$ cat config.mk
export PLATFORM = sky130hd
export DESIGN_NAME = periodic_tick_event_table
export DESIGN_NICKNAME = d
export VERILOG_FILES = /design/src/rtl/ptet_pkg.sv /design/src/rtl/ptet_cell.sv /design/src/rtl/periodic_tick_event_table.sv
export VERILOG_INCLUDE_DIRS = /design/src /design/src/rtl
export SDC_FILE = /design/constraint.sdc
export NUM_CORES = 1
export LEC_CHECK = 0
export BUFFER_PORTS_ARGS = -buffer_cell sky130_fd_sc_hd__buf_2
export CAP_MARGIN = 20
export CORE_MARGIN = 2
export CORE_UTILIZATION = 30
export DETAILED_ROUTE_END_ITERATION = 6
export SYNTH_ARGS = -nofsm -noshare
export SYNTH_HDL_FRONTEND = slang
export SYNTH_HIERARCHICAL = 1
export SYNTH_SLANG_ARGS = --single-unit
$ cat constraint.sdc
create_clock -name i_clk -period 7.2 [get_ports i_clk]
set_input_delay 1.44 -clock i_clk [delete_from_list [all_inputs] [get_ports i_clk]]
set_output_delay 1.44 -clock i_clk [all_outputs]
set_load 0.1 [all_outputs]
$ cat src/rtl/periodic_tick_event_table_defines.svh
// Assertion macros shared by the periodic tick event table RTL.
`ifndef PERIODIC_TICK_EVENT_TABLE_DEFINES_SVH
`define PERIODIC_TICK_EVENT_TABLE_DEFINES_SVH

// Generic clocked assertion with an active-low reset disable.
`define PTET_ASSERT_CLK(lbl, clk, rst_n, prop, msg) \
    lbl: assert property (@(posedge clk) disable iff (!(rst_n)) (prop)) \
        else $error(msg);

// Assertion on the top-level clock and reset.
`define PTET_ASSERT(lbl, prop, msg) \
    `PTET_ASSERT_CLK(lbl, i_clk, i_rst_n, prop, msg)

`endif

$ cat src/rtl/ptet_pkg.sv
// Types and constants of the periodic tick event table.
package ptet_pkg;

    localparam int MASK_BITS = 8;
    localparam int SLOT_ID_BITS = 3;
    localparam int PERIOD_BITS = 32;

    typedef enum logic [1:0] {
        CMD_TICK      = 2'd0,
        CMD_SET       = 2'd1,
        CMD_CLEAR     = 2'd2,
        CMD_CLEAR_ALL = 2'd3
    } t_cmd;

    typedef struct packed {
        t_cmd                     cmd;
        logic [PERIOD_BITS-1:0]   period;
        logic [SLOT_ID_BITS-1:0]  slot_sel;
    } t_in_item;

    typedef struct packed {
        logic [MASK_BITS-1:0]     fired_mask;
        logic [SLOT_ID_BITS-1:0]  assigned_slot;
        logic                     table_full;
        logic [MASK_BITS-1:0]     active_mask;
    } t_out_item;

    // Per-cycle command broadcast to every slot cell, already gated by acceptance.
    typedef struct packed {
        logic tick;
        logic set;
        logic clear_all;
    } t_cell_cmd;

endpackage

$ cat src/rtl/ptet_cell.sv
// One slot cell: active flag, reload value and remaining count of a timer slot.
module ptet_cell
    import ptet_pkg::*;
#(
    parameter int COUNT_BITS = 32
) (
    input  logic                  i_clk,
    input  logic                  i_rst_n,
    input  t_cell_cmd             i_cmd,
    input  logic                  i_clear_hit,
    input  logic [COUNT_BITS-1:0] i_period,
    input  logic                  i_claim,
    output logic                  o_claim,
    output logic                  o_take,
    output logic                  o_fired,
    output logic                  o_active_next
);

    logic                  r_active;
    logic                  n_active;
    logic [COUNT_BITS-1:0] r_reload;
    logic [COUNT_BITS-1:0] n_reload;
    logic [COUNT_BITS-1:0] r_remaining;
    logic [COUNT_BITS-1:0] n_remaining;
    logic [COUNT_BITS-1:0] w_dec;
    logic                  w_fire;

    // The claim token passes a busy cell and stops at the first free one.
    assign o_claim = i_claim && r_active;
    assign o_take  = i_cmd.set && i_claim && !r_active;

    assign w_dec   = r_remaining - COUNT_BITS'(1);
    assign w_fire  = i_cmd.tick && r_active && (w_dec == '0);
    assign o_fired = w_fire;

    always_comb begin
        n_active    = r_active;
        n_reload    = r_reload;
        n_remaining = r_remaining;
        if (i_cmd.clear_all || i_clear_hit) begin
            n_active = 1'b0;
        end else if (o_take) begin
            n_active    = 1'b1;
            n_reload    = i_period;
            n_remaining = i_period;
        end else if (i_cmd.tick && r_active) begin
            n_remaining = w_fire ? r_reload : w_dec;
        end
    end

    assign o_active_next = n_active;

    always_ff @(posedge i_clk) begin
        if (!i_rst_n) begin
            r_active <= 1'b0;
        end else begin
            r_active <= n_active;
        end
    end

    always_ff @(posedge i_clk) begin
        r_reload    <= n_reload;
        r_remaining <= n_remaining;
    end

endmodule

$ cat src/rtl/periodic_tick_event_table.sv
// Periodic tick event table: a row of timer slot cells with a registered result.
//
// Usage: each input transaction carries one command (tick, set, clear, clear all).
// Every accepted command yields exactly one output transaction holding the fired
// mask, the claimed slot or full flag, and the mask of slots active afterwards.
// The result is registered at the edge that accepts the command and shows on
// o_out_valid in the next cycle. Throughput is one command per cycle while the
// output is not stalled; all slot cells update in that same cycle, and the lowest
// free slot for a set is found by a claim token that ripples along the cell chain.
// The output register acts as the boundary between the two sides: a new command
// is taken whenever the register is empty or its result is being taken. When the
// receiver stalls, the result holds and o_in_ready falls until it is taken.
// Reset (synchronous, active low) frees every slot and empties the output
// register; reload and count values are loaded by set and need no reset.
// Only slots 0 to 7 are visible in the 8-bit masks.
`include "periodic_tick_event_table_defines.svh"

module periodic_tick_event_table
    import ptet_pkg::*;
#(
    parameter int SLOT_COUNT = 8,
    parameter int COUNT_BITS = 32
) (
    input  logic      i_clk,
    input  logic      i_rst_n,
    input  logic      i_in_valid,
    output logic      o_in_ready,
    input  t_in_item  i_in_data,
    output logic      o_out_valid,
    input  logic      i_out_ready,
    output t_out_item o_out_data
);

    localparam int MASK_N = (SLOT_COUNT < MASK_BITS) ? SLOT_COUNT : MASK_BITS;

    logic                  w_accept;
    t_cell_cmd             w_cell_cmd;
    logic                  w_clear;
    logic [COUNT_BITS-1:0] w_period;
    logic [SLOT_COUNT:0]   w_claim;
    logic [SLOT_COUNT-1:0] w_take;
    logic [SLOT_COUNT-1:0] w_fired;
    logic [SLOT_COUNT-1:0] w_active_next;
    logic [SLOT_COUNT-1:0] w_clear_hit;
    logic                  w_full;
    t_out_item             w_result;

    logic      r_out_valid;
    logic      n_out_valid;
    t_out_item r_out;

    assign o_in_ready = !r_out_valid || i_out_ready;
    assign w_accept   = i_in_valid && o_in_ready;
    assign w_period   = COUNT_BITS'(i_in_data.period);

    // Command decoder; nothing reaches the cells unless the command is accepted.
    always_comb begin
        w_cell_cmd = '0;
        w_clear    = 1'b0;
        unique case (i_in_data.cmd)
            CMD_TICK:      w_cell_cmd.tick      = w_accept;
            CMD_SET:       w_cell_cmd.set       = w_accept;
            CMD_CLEAR:     w_clear              = w_accept;
            CMD_CLEAR_ALL: w_cell_cmd.clear_all = w_accept;
            default:       w_cell_cmd           = '0;
        endcase
    end

    assign w_claim[0] = 1'b1;

    for (genvar g = 0; g < SLOT_COUNT; g++) begin : g_cell
        if (g < MASK_BITS) begin : g_sel
            assign w_clear_hit[g] = w_clear && (i_in_data.slot_sel == SLOT_ID_BITS'(g));
        end else begin : g_nosel
            assign w_clear_hit[g] = 1'b0;
        end

        ptet_cell #(
            .COUNT_BITS (COUNT_BITS)
        ) u_cell (
            .i_clk         (i_clk),
            .i_rst_n       (i_rst_n),
            .i_cmd         (w_cell_cmd),
            .i_clear_hit   (w_clear_hit[g]),
            .i_period      (w_period),
            .i_claim       (w_claim[g]),
            .o_claim       (w_claim[g+1]),
            .o_take        (w_take[g]),
            .o_fired       (w_fired[g]),
            .o_active_next (w_active_next[g])
        );
    end

    // A token that leaves the last cell means every slot is busy.
    assign w_full = w_cell_cmd.set && w_claim[SLOT_COUNT];

    always_comb begin
        w_result            = '0;
        w_result.table_full = w_full;
        for (int i = 0; i < SLOT_COUNT; i++) begin
            if (w_take[i]) begin
                w_result.assigned_slot = w_result.assigned_slot | SLOT_ID_BITS'(i);
            end
        end
        for (int j = 0; j < MASK_N; j++) begin
            w_result.fired_mask[j]  = w_fired[j];
            w_result.active_mask[j] = w_active_next[j];
        end
    end

    always_comb begin
        n_out_valid = r_out_valid;
        if (w_accept) begin
            n_out_valid = 1'b1;
        end else if (i_out_ready) begin
            n_out_valid = 1'b0;
        end
    end

    always_ff @(posedge i_clk) begin
        if (!i_rst_n) begin
            r_out_valid <= 1'b0;
        end else begin
            r_out_valid <= n_out_valid;
        end
    end

    always_ff @(posedge i_clk) begin
        if (w_accept) begin
            r_out <= w_result;
        end
    end

    assign o_out_valid = r_out_valid;
    assign o_out_data  = r_out;

    `PTET_ASSERT(a_take_onehot, $onehot0(w_take), "more than one slot claimed by a set")
    `PTET_ASSERT(a_full_no_take, w_full |-> (w_take == '0), "slot claimed on a full table")
    `PTET_ASSERT(a_result_follows, w_accept |=> o_out_valid, "accepted command gave no result")
    `PTET_ASSERT(a_fired_only_tick,
        (w_accept && (i_in_data.cmd != CMD_TICK)) |=> (o_out_data.fired_mask == '0),
        "fired mask set for a command other than tick")

endmodule
==> Yosys cells after proc, flatten, opt, wreduce, memory -nomap -nowiden <==
Cells that the tools add are included.
{ "word_totals": {"out_inout_bits": 22, "in_bits": 41, "word_cells": 210, "regBits": 541} }
{ "op_classes": {"n_bitwise": 8, "mux": 50, "addsub": 8, "reduce_logical": 103, "eq_ne": 10} }
{ "op_table": {"columns": ["operator", "count"], "rows": [
  ["32-bit 2-to-1 mux", 24],
  ["32-bit zero test", 8],
  ["32-bit by 1-bit subtractor with 32-bit output (second input constant)", 8],
  ["1-bit logical AND", 48],
  ["2-bit AND reduction", 16],
  ["1-bit 2-to-1 mux", 24],
  ["2-bit nonzero test", 9],
  ["3-bit == test (second input constant)", 4],
  ["1-bit zero test", 9],
  ["1-bit logical OR", 9],
  ["1-bit NOT", 8],
  ["3-bit by 2-bit == test with 1-bit output (second input constant)", 2],
  ["2-bit == test (second input constant)", 2],
  ["2-bit 2-to-1 mux", 2],
  ["4-bit OR reduction", 1],
  ["3-bit by 1-bit == test with 1-bit output (second input constant)", 1],
  ["3-bit zero test", 1],
  ["2-bit by 1-bit == test with 1-bit output (second input constant)", 1],
  ["2-bit zero test", 1],
  ["2-bit OR reduction", 1]
]} }

==> Depth between registers and ports, before layout <==
Gate-level depths: netlist (run 1).
{ "logic_depth": {"word_depth": 10, "ltp_mapped": 15, "depth_no_buf": 13} }

==> Modules after synthesis <==
Netlist (run 1), hierarchy kept.
{ "modules_own_cells": {"columns": ["module", "cells_each", "seq_area_each_um2", "area_per_inst_um2", "instances"], "rows": [
  ["ptet_cell (g_cell[3].u_cell ...)", 355, 1941.9, 3749.8, 5],
  ["ptet_cell (g_cell[0].u_cell ...)", 356, 1941.9, 3791.1, 3],
  ["periodic_tick_event_table", 47, 620.6, 830.8, 1]
]} }

==> Least setup slack after synthesis (run 1) <==
Ideal clock, no wire load.
{ "synth_path": {"path_kind": "input to register", "startpoint": "input port i_out_ready", "endpoint": "register g_cell[0].u_cell.r_remaining[0], enable pin", "cell_stages": 9, "t_arrival_ns": 5.514, "setup_slack_ns": 1.216, "setup_ns": 0.470, "path_cell_list": "nor2b_4 > buf_2 > nor3b_2 > nand2_1 > or2_2 > clkbuf_1 > clkbuf_1 > buf_1 > a211oi_1"} }
{ "synth_rtl": {"columns": ["item", "line", "text"], "rows": [
  ["start, declared", "periodic_tick_event_table.sv:30", "input logic i_out_ready,"],
  ["end signal, assigned", "ptet_cell.sv:63", "r_remaining <= n_remaining;"],
  ["end, declared", "ptet_cell.sv:23", "logic [COUNT_BITS-1:0] r_remaining;"]
]} }

==> Final worst setup path (run 1) <==
{ "layout_path": {"startpoint": "register g_cell[5].u_cell.r_remaining[6]", "endpoint": "register g_cell[5].u_cell.r_remaining[1], data pin"} }
{ "layout_between": {"elab_chain_cells": 6} }
{ "layout_rtl": {"columns": ["item", "line", "text"], "rows": [
  ["start, declared", "ptet_cell.sv:23", null],
  ["start signal, assigned", "ptet_cell.sv:63", null],
  ["32-bit by 1-bit subtractor with 32-bit output", "ptet_cell.sv:32", "assign w_dec = r_remaining - COUNT_BITS'(1);"],
  ["32-bit zero test", "ptet_cell.sv:33", "assign w_fire = i_cmd.tick && r_active && (w_dec == '0);"],
  ["1-bit logical AND", "ptet_cell.sv:33", null],
  ["via w_fired[5]", "periodic_tick_event_table.sv:42", "logic [SLOT_COUNT-1:0] w_fired;"],
  ["32-bit 2-to-1 mux", "ptet_cell.sv:47", "n_remaining = w_fire ? r_reload : w_dec;"],
  ["32-bit 2-to-1 mux", "ptet_cell.sv:46", "end else if (i_cmd.tick && r_active) begin"],
  ["32-bit 2-to-1 mux", "ptet_cell.sv:42", "end else if (o_take) begin"]
]} }
The timed path passes the listed nets, and every way through them passes these cells. The select of a mux whose other input is x is not followed.
A chain may end at the register's enable or synchronous reset.

==> summary.md, run 1 <==
| Metric | Value |
|---|---|
| Pins Over Slew Limit | `0` |
| # clock sinks | `between 500 and 600` |
| Setup violators final | `0` |
| Critical Path Slowest Stage Cell | `nor4_4` |
| Status | `completed` |
| Synth cell types | `78` |
| Crit-path cells | `nor4_4 -> nand4_2 -> nor3_1 -> xor2_1 -> nor4_1 -> nand4_1 -> inv_2 -> nor2_1 -> o22a_1` |
| N_diodes | `0` |
| Yosys top cell by area | `edfxtp_1` |
| FP Rows | `117` |
| PwrDens | `just under 200 nW/µm²` |
| Synth Area in Compound Gates | `about 15%` |
| Min Clock Period, post-route | `4587 ps` |
| Iter 0 DRT Violations | `around 2,300` |
| Vias per inst | `5.699` |
| Hold slack | `between 500 and 600 ps` |
| # nets final | `2,926` |
| Vias in the first global route | `22,890` |
| Relative slew slack | `between 20% and 30%` |
| Hold Path Class | `reg2reg` |
| Pin count of the biggest net entering global routing | `43` |
| XOR/XNOR Fraction of Synth Area | `approximately 5%` |
| Input/output buffers | `62` |
| Reg2reg start | `g_cell[5].u_cell/r_remaining[6]` |
| Async SR Flop Fraction | `0%` |
| Initial core utilization | `just over 30%` |
| Worst Path Buf+Inv | `1` |
| Post-CTS setup buffers | `0` |
| Mux cell area share after synthesis | `less than 1%` |
| Post-synthesis cell area | `30,950 µm²` |
| Cells after Synth | `2,890` |
| Vias post-DR | `around 24,000` |
| Most common cell in the synthesized netlist | `edfxtp_1` |
| Fmax | `~0.22 GHz` |
| Die height | `325.2 µm` |
| Die Span X | `approximately 330 µm` |
| WP depth | `9` |
| Tot GR Track Use | `between 10% and 20%` |
| Sum Neg Setup Slack | `0 ps` |
| Share of cells above drive strength 1 | `around 12%` |
| Fin Clk Skew | `23.06 ps` |
| # H-tree levels | `2` |
| Period Utilization, post-route | `around 64%` |
| Clock tree buffer depth | `3` |
| FF-to-FF setup slack | `2610 ps` |
| Post-synthesis sequential element count | `around 540` |
| Yosys top cell area share | `between 50% and 60%` |
| Full die area | `105,800 µm²` |
| RSZ-0062 raised after global routing | `no` |
| Overflow after GRT | `0` |
| Worst-path clk slew | `about 60 ps` |
| Worst EP arrival | `4960 ps` |
| TritonCTS clock tree | `built` |
| Simple-gate share of the synthesized area | `22.99%` |
| First-pass DRT Iterations | `7` |
| Critical Path Start | `g_cell[5].u_cell/r_remaining[6]` |
| GP Congestion | `~0.87` |
| Wire per inst | `~23 µm` |
| Crit path max-delay family | `simple AND/OR/NAND/NOR gates` |
| Synth Area in Adders | `0.6468%` |
| Root Driver | `clkbuf_16` |
| Max_cap viols | `0` |
| CTS Hold Bufs | `0` |
| I/O pins | `between 60 and 70` |
| Core area | `between 100,000 and 150,000 µm²` |
| Worst EP required | `roughly 7600 ps` |
| P&R area growth vs syn | `11.28%` |
| CTS buffer count | `just under 60` |
| Initial antenna violation count | `9` |
| Filler cell count | `roughly 10,000` |
| Largest family of logic cells by synthesized area | `simple AND/OR/NAND/NOR gates` |
| Later-pin clock latency in the skew report | `640 ps` |
| Sequential-to-total area share from yosys stat | `between 50% and 60%` |
| Max incr delay on CP | `about 700 ps` |
| LEAKAGE | `10.78 nW` |
| Measured slew at the worst slew-check pin | `~1200 ps` |
| CP Capture Type | `register` |
| HPWL Detailed | `58,930 µm` |
| WS Path Type | `reg2reg` |
| Post-synth EDFFs | `532` |
| Worst slack at placement | `roughly 2100 ps` |
| CP max FO | `15` |
| Post-synth top cells | `edfxtp_1 (532), nor2_1 (252), nand2_1 (230)` |
| CTS-repair resized insts | `0` |
| PnR worst setup slack | `roughly 2600 ps` |
| Fin. Hold Viols | `0` |
| Routed WL | `a little under 100,000 µm` |
| First-pass GRT wire length | `roughly 150,000 µm` |
| CP Launch Type | `register` |
| Main flop type after synthesis | `edfxtp_1` |
| Synthesis Warnings | `6` |
| Worst Setup EP | `g_cell[5].u_cell/r_remaining[1]` |
| Residual DRC | `0` |
| Synth area leaders | `edfxtp_1 (52%), nor2_1 (3.1%), nand2_1 (2.8%)` |
| Syn Area/Cell | `~11 µm²` |
| Worst vdd ir | `around 0.19 mV` |
| ANT nets after route | `0` |
| FF-to-FF path depth | `9` |
| FF-to-FF End | `g_cell[5].u_cell/r_remaining[1]` |
==> worst register-to-register path, delay by kind of cell, from the launching register on <==
family          cells  cell delay [ps]
flops               1              520
simple gates        6             2970
compound gates      1              190
xor+xnor            1              180
buf+inv             1              490
==> flip-flops by register name, summed over array words and instances, names as in the netlist <==
signal / flops
o_out_data: 20
o_out_valid: 1
g_cell.u_cell/r_remaining: 256
g_cell.u_cell/r_reload: 256
g_cell.u_cell/r_active: 8
==> cell type report <==
type | instances | area [µm²] | share of cell area (%)
clock buffer | 68 | 1553 | 4.508
clock inverter | 41 | 382.9 | 1.112
tap | 1368 | 1712 | 4.969
inverter | 54 | 202.7 | 0.5885
timing repair buffer | 102 | 643.1 | 1.867
multi-input combinational | 2111 | 13800 | 40.05
sequential | 541 | 16160 | 46.90
==> through the flow <==
stage	cell area [µm²]	total power, mW	util (%)	std cells
floorplan	30960	3.602	-	2892
global placement	32430	3.749	31.78	4170
detailed placement	32440	3.751	31.80	4172
CTS	34380	6.822	33.69	4281
global route	34440	6.942	33.76	4285
finish	34440	6.772	33.76	4285
==> worst min path at each step <==
stage	startpoint	endpoint	slack [ps]	depth (start not counted)
after global routing	g_cell[1].u_cell/r_reload[2]	g_cell[1].u_cell/r_remaining[2]	530	1
after detailed placement	g_cell[1].u_cell/r_reload[20]	g_cell[1].u_cell/r_remaining[20]	500	1
final	g_cell[2].u_cell/r_reload[3]	g_cell[2].u_cell/r_remaining[3]	520	1
after CTS	g_cell[0].u_cell/r_reload[8]	g_cell[0].u_cell/r_remaining[8]	520	1
after global placement	g_cell[0].u_cell/r_reload[20]	g_cell[0].u_cell/r_remaining[20]	500	1
after floorplan	g_cell[0].u_cell/r_reload[18]	g_cell[0].u_cell/r_remaining[18]	490	1
==> layer usage <==
layer / part of all wire (%) / up-vias / track usage, %
met5: 0.022 / - / 0
met4: 3.0 / 4 / 5.445
met3: 6.7 / 140 / 2.183
met2: 46 / 893 / 28.42
met1: 45 / 12240 / 25.06
li1: - / 11150 / -
==> report_power, final <==
part           total, mW  switching, mW  internal [mW]
registers           3.46         0.0103           3.45
logic              0.226          0.196         0.0291
clock network       3.09           1.33           1.76
total               6.77           1.54           5.24
==> kinds of logic (layout without fill, tap and decap cells) <==
logic type | after synthesis | count (layout)
other cells | 1 | 3
buf+inv | 240 | 265
compound gates | 672 | 672
mux | 6 | 6
xor+xnor | 174 | 174
fa+ha+maj | 16 | 16
simple gates | 1240 | 1240
flops | 541 | 541
==> cells in the final DEF (no fill, tap or decap), types with 11 or more instances in the layout <==
cell,count
edfxtp_1,532
nor2_1,252
nand2_1,230
nor3_1,141
a21oi_1,120
o21ai_0,107
xor2_1,98
o41ai_1,88
nor4_1,73
xnor2_1,73
nand3_1,70
or3_1,64
nand4_1,63
o21ai_1,63
buf_2,63
clkbuf_16,61
a21o_1,56
or4_1,54
inv_1,49
a31oi_1,48
and2_1,38
and3_1,38
buf_4,36
a22o_1,35
or2_2,31
a41o_1,28
nor3_2,22
nand4b_1,21
a211oi_1,19
nor3b_1,16
nor4_4,16
ha_1,16
nor4b_1,15
nand2b_1,14
nor4_2,14
o21a_1,11
clkinv_1,11
clkinv_2,11
No activity file was read; power rests on OpenSTA's default activity.
==> run 2, diff against run 1 <==
Clock period 7.2 ns to 4.41 ns, I/O delays scaled along.
==> summary.md, run 2 (synthesis gave the netlist of run 1 again) <==
| Metric | Value |
|---|---|
| Worst vdd ir | `0.3183 mV (was 0.1897 mV)` |
| Sum Neg Setup Slack | `0 ps (unchanged)` |
| Period Utilization, post-route | `89.41% (was 63.71%)` |
| FF-to-FF setup slack | `470 ps (was 2610 ps)` |
| HPWL Detailed | `60,590 µm (was 58,930 µm)` |
| Later-pin clock latency in the skew report | `630 ps (was 640 ps)` |
| Core area | `102,000 µm² (unchanged)` |
| Die Span X | `325.2 µm (unchanged)` |
| Residual DRC | `0 (unchanged)` |
| Reg2reg start | `g_cell[2].u_cell/r_remaining[0] (was g_cell[5].u_cell/r_remaining[6])` |
| # clock sinks | `541 (unchanged)` |
| CTS Hold Bufs | `0 (unchanged)` |
| DP Area | `33,040 µm² (was 32,440 µm²)` |
| # H-tree levels | `2 (unchanged)` |
| Wire per inst | `22.14 µm (was 22.70 µm)` |
| Clock power share | `45.2% (was 45.6%)` |
| Vias in the first global route | `22,940 (was 22,890)` |
| Fmax | `0.2536 GHz (was 0.2180 GHz)` |
| Combinational power share | `3.4% (was 3.3%)` |
| Fin. Hold Viols | `0 (unchanged)` |
| I/O pins | `63 (unchanged)` |
| First-pass DRT Iterations | `6 (was 7)` |
| WS Path Type | `reg2reg (unchanged)` |
| Die height | `325.2 µm (unchanged)` |
| TritonCTS clock tree | `built (unchanged)` |
| CP Capture Type | `register (unchanged)` |
| Sequential group share of total power | `51.5% (was 51.1%)` |
| CP Launch Type | `register (unchanged)` |
| GP Congestion | `0.8941 (was 0.8736)` |
| Most frequent cells in the layout | `edfxtp_1 (532), nor2_1 (252), nand2_1 (230) (unchanged)` |
| CTS-repair resized insts | `0 (unchanged)` |
| Overflow after GRT | `0 (unchanged)` |
| Pins Over Slew Limit | `0 (unchanged)` |
| Placed cells | `4,239 (was 4,172)` |
| LEAKAGE | `11.00 nW (was 10.78 nW)` |
| Worst EP required | `4770 ps (was 7570 ps)` |
| Switching share of power | `21.72% (was 22.67%)` |
| Min Clock Period, post-route | `3943 ps (was 4587 ps)` |
| CP max FO | `20 (was 15)` |
| FF-to-FF path depth | `10 (was 9)` |
| PwrDens | `314.1 nW/µm² (was 196.6 nW/µm²)` |
| Post-CTS setup buffers | `0 (unchanged)` |
| # nets final | `2,989 (was 2,926)` |
| RSZ-0062 raised after global routing | `no (unchanged)` |
| Worst EP arrival | `4310 ps (was 4960 ps)` |
| Hold depth | `1 (unchanged)` |
| Measured slew at the worst slew-check pin | `1117 ps (was 1180 ps)` |
| ANT nets after route | `0 (unchanged)` |
| Cell-internal power | `8.592 mW (was 5.237 mW)` |
| Hold Startpoint | `g_cell[2].u_cell/r_reload[9] (was g_cell[2].u_cell/r_reload[3])` |
| PnR worst setup slack | `467.1 ps (was 2613 ps)` |
| Commonest non-fill, non-tap cell in the layout | `edfxtp_1 (unchanged)` |
| Full die area | `105,800 µm² (unchanged)` |
| Filler cell count | `10,220 (was 10,270)` |
| Worst slack at placement | `430.4 ps (was 2123 ps)` |
| Initial antenna violation count | `7 (was 9)` |
| Layout Cells excl Fill | `4,342 (was 4,285)` |
| Tot GR Track Use | `17.64% (was 17.78%)` |
| Routed WL | `96,120 µm (was 97,250 µm)` |
| Root Driver | `clkbuf_16 (unchanged)` |
| Vias per inst | `5.575 (was 5.699)` |
| Status | `completed (unchanged)` |
| FF-to-FF End | `g_cell[2].u_cell/r_remaining[0] (was g_cell[5].u_cell/r_remaining[1])` |
| First-pass GRT wire length | `144,300 µm (was 145,900 µm)` |
| CTS buffer count | `58 (was 59)` |
| Max_cap viols | `0 (unchanged)` |
| Worst-path clk slew | `60 ps (about the same)` |
| Input/output buffers | `62 (unchanged)` |
| Initial core utilization | `30.34% (unchanged)` |
| P&R area growth vs syn | `12.88% (was 11.28%)` |
| Hold slack | `513.8 ps (was 517.4 ps)` |
| Clock tree buffer depth | `3 (unchanged)` |
| Switching power | `2.383 mW (was 1.535 mW)` |
| Relative slew slack | `25.38% (was 21.32%)` |
| Design Area, Final | `34,940 µm² (was 34,440 µm²)` |
| Iter 0 DRT Violations | `2,549 (was 2,255)` |
| Fin Clk Skew | `21.98 ps (was 23.06 ps)` |
| Pin count of the biggest net entering global routing | `43 (unchanged)` |
| Share of cells above drive strength 1 | `13.80% (was 12.10%)` |
| Vias post-DR | `24,210 (was 24,420)` |
| Hold endpoint | `g_cell[2].u_cell/r_remaining[9] (was g_cell[2].u_cell/r_remaining[3])` |
| FP Rows | `117 (unchanged)` |
| Setup violators final | `0 (unchanged)` |
| Hold Path Class | `reg2reg (unchanged)` |
run 2: changes by cell type in the layout (fill, tap and decap cells not counted), moves of 2 or more:
cell,change
nor3_2,-13
buf_4,+68
clkinvlp_4,-5
bufinv_16,+2
clkinv_1,-3
clkinv_2,-2
clkinv_4,-2
clkbuf_16,-2
clkbuf_1,+3
buf_8,-2
diode_2,+2
nor3_4,+13
run 2: worst max-delay path, stage by stage, from the launching register on:
cell	delay, ps
edfxtp_1	550
inv_1	110
ha_1	290
nor3b_1	570
nand4_2	370
nor4_2	300
xnor2_1	220
and2_1	380
and2_1	220
and2_4	330
mux2_4	330
run 2: routing by layer:
metal / vias up / track usage (%) / share of wire, %
li1: 11310 / - / -
met1: 11740 / 25.01 / 45
met4: 4 / 7.236 / 4.2
met5: - / 0 / 0.026
met2: 981 / 26.69 / 43
met3: 174 / 2.860 / 7.8
run 2: per-stage QoR:
step,utilization (%),power [mW]
after global routing,34.24,11.26
final,34.24,10.97
after detailed placement,32.38,6.125
after global placement,32.38,6.124
after CTS,34.23,11.07
after floorplan,-,5.881
run 2: worst max-delay path by stage:
stage                                          start                                to  slack [ps]  depth (start not counted)
floorplan                                i_out_ready   g_cell[3].u_cell/r_remaining[0]           4                         10
global placement     g_cell[5].u_cell/r_remaining[0]  g_cell[5].u_cell/r_remaining[15]         510                         11
detailed placement                     i_in_data[36]   g_cell[1].u_cell/r_remaining[1]         430                         11
CTS                  g_cell[5].u_cell/r_remaining[1]  g_cell[5].u_cell/r_remaining[15]         500                         11
global route        g_cell[4].u_cell/r_remaining[18]  g_cell[4].u_cell/r_remaining[25]         110                          8
finish               g_cell[2].u_cell/r_remaining[0]   g_cell[2].u_cell/r_remaining[0]         470                         10
run 2: power by group through the flow:
stage / registers (mW) / clock network (mW) / logic, mW
final: 5.65 / 4.96 / 0.368
after CTS: 5.65 / 5.05 / 0.371
after global routing: 5.65 / 5.24 / 0.379
after detailed placement: 5.76 / 0 / 0.370
after floorplan: 5.82 / 0 / 0.0622
after global placement: 5.76 / 0 / 0.369
run 2: cell type report:
type | count | area, µm² | share of cell area [%]
diodes | 2 | 5.005 | 0.01432
clock buffers | 70 | 1528 | 4.372
clock inverters | 30 | 357.8 | 1.024
inverters | 54 | 202.7 | 0.5801
multi-input cells | 2111 | 13890 | 39.75
flip-flops and latches | 541 | 16160 | 46.24
well taps | 1368 | 1712 | 4.899
repair buffers | 166 | 1091 | 3.123
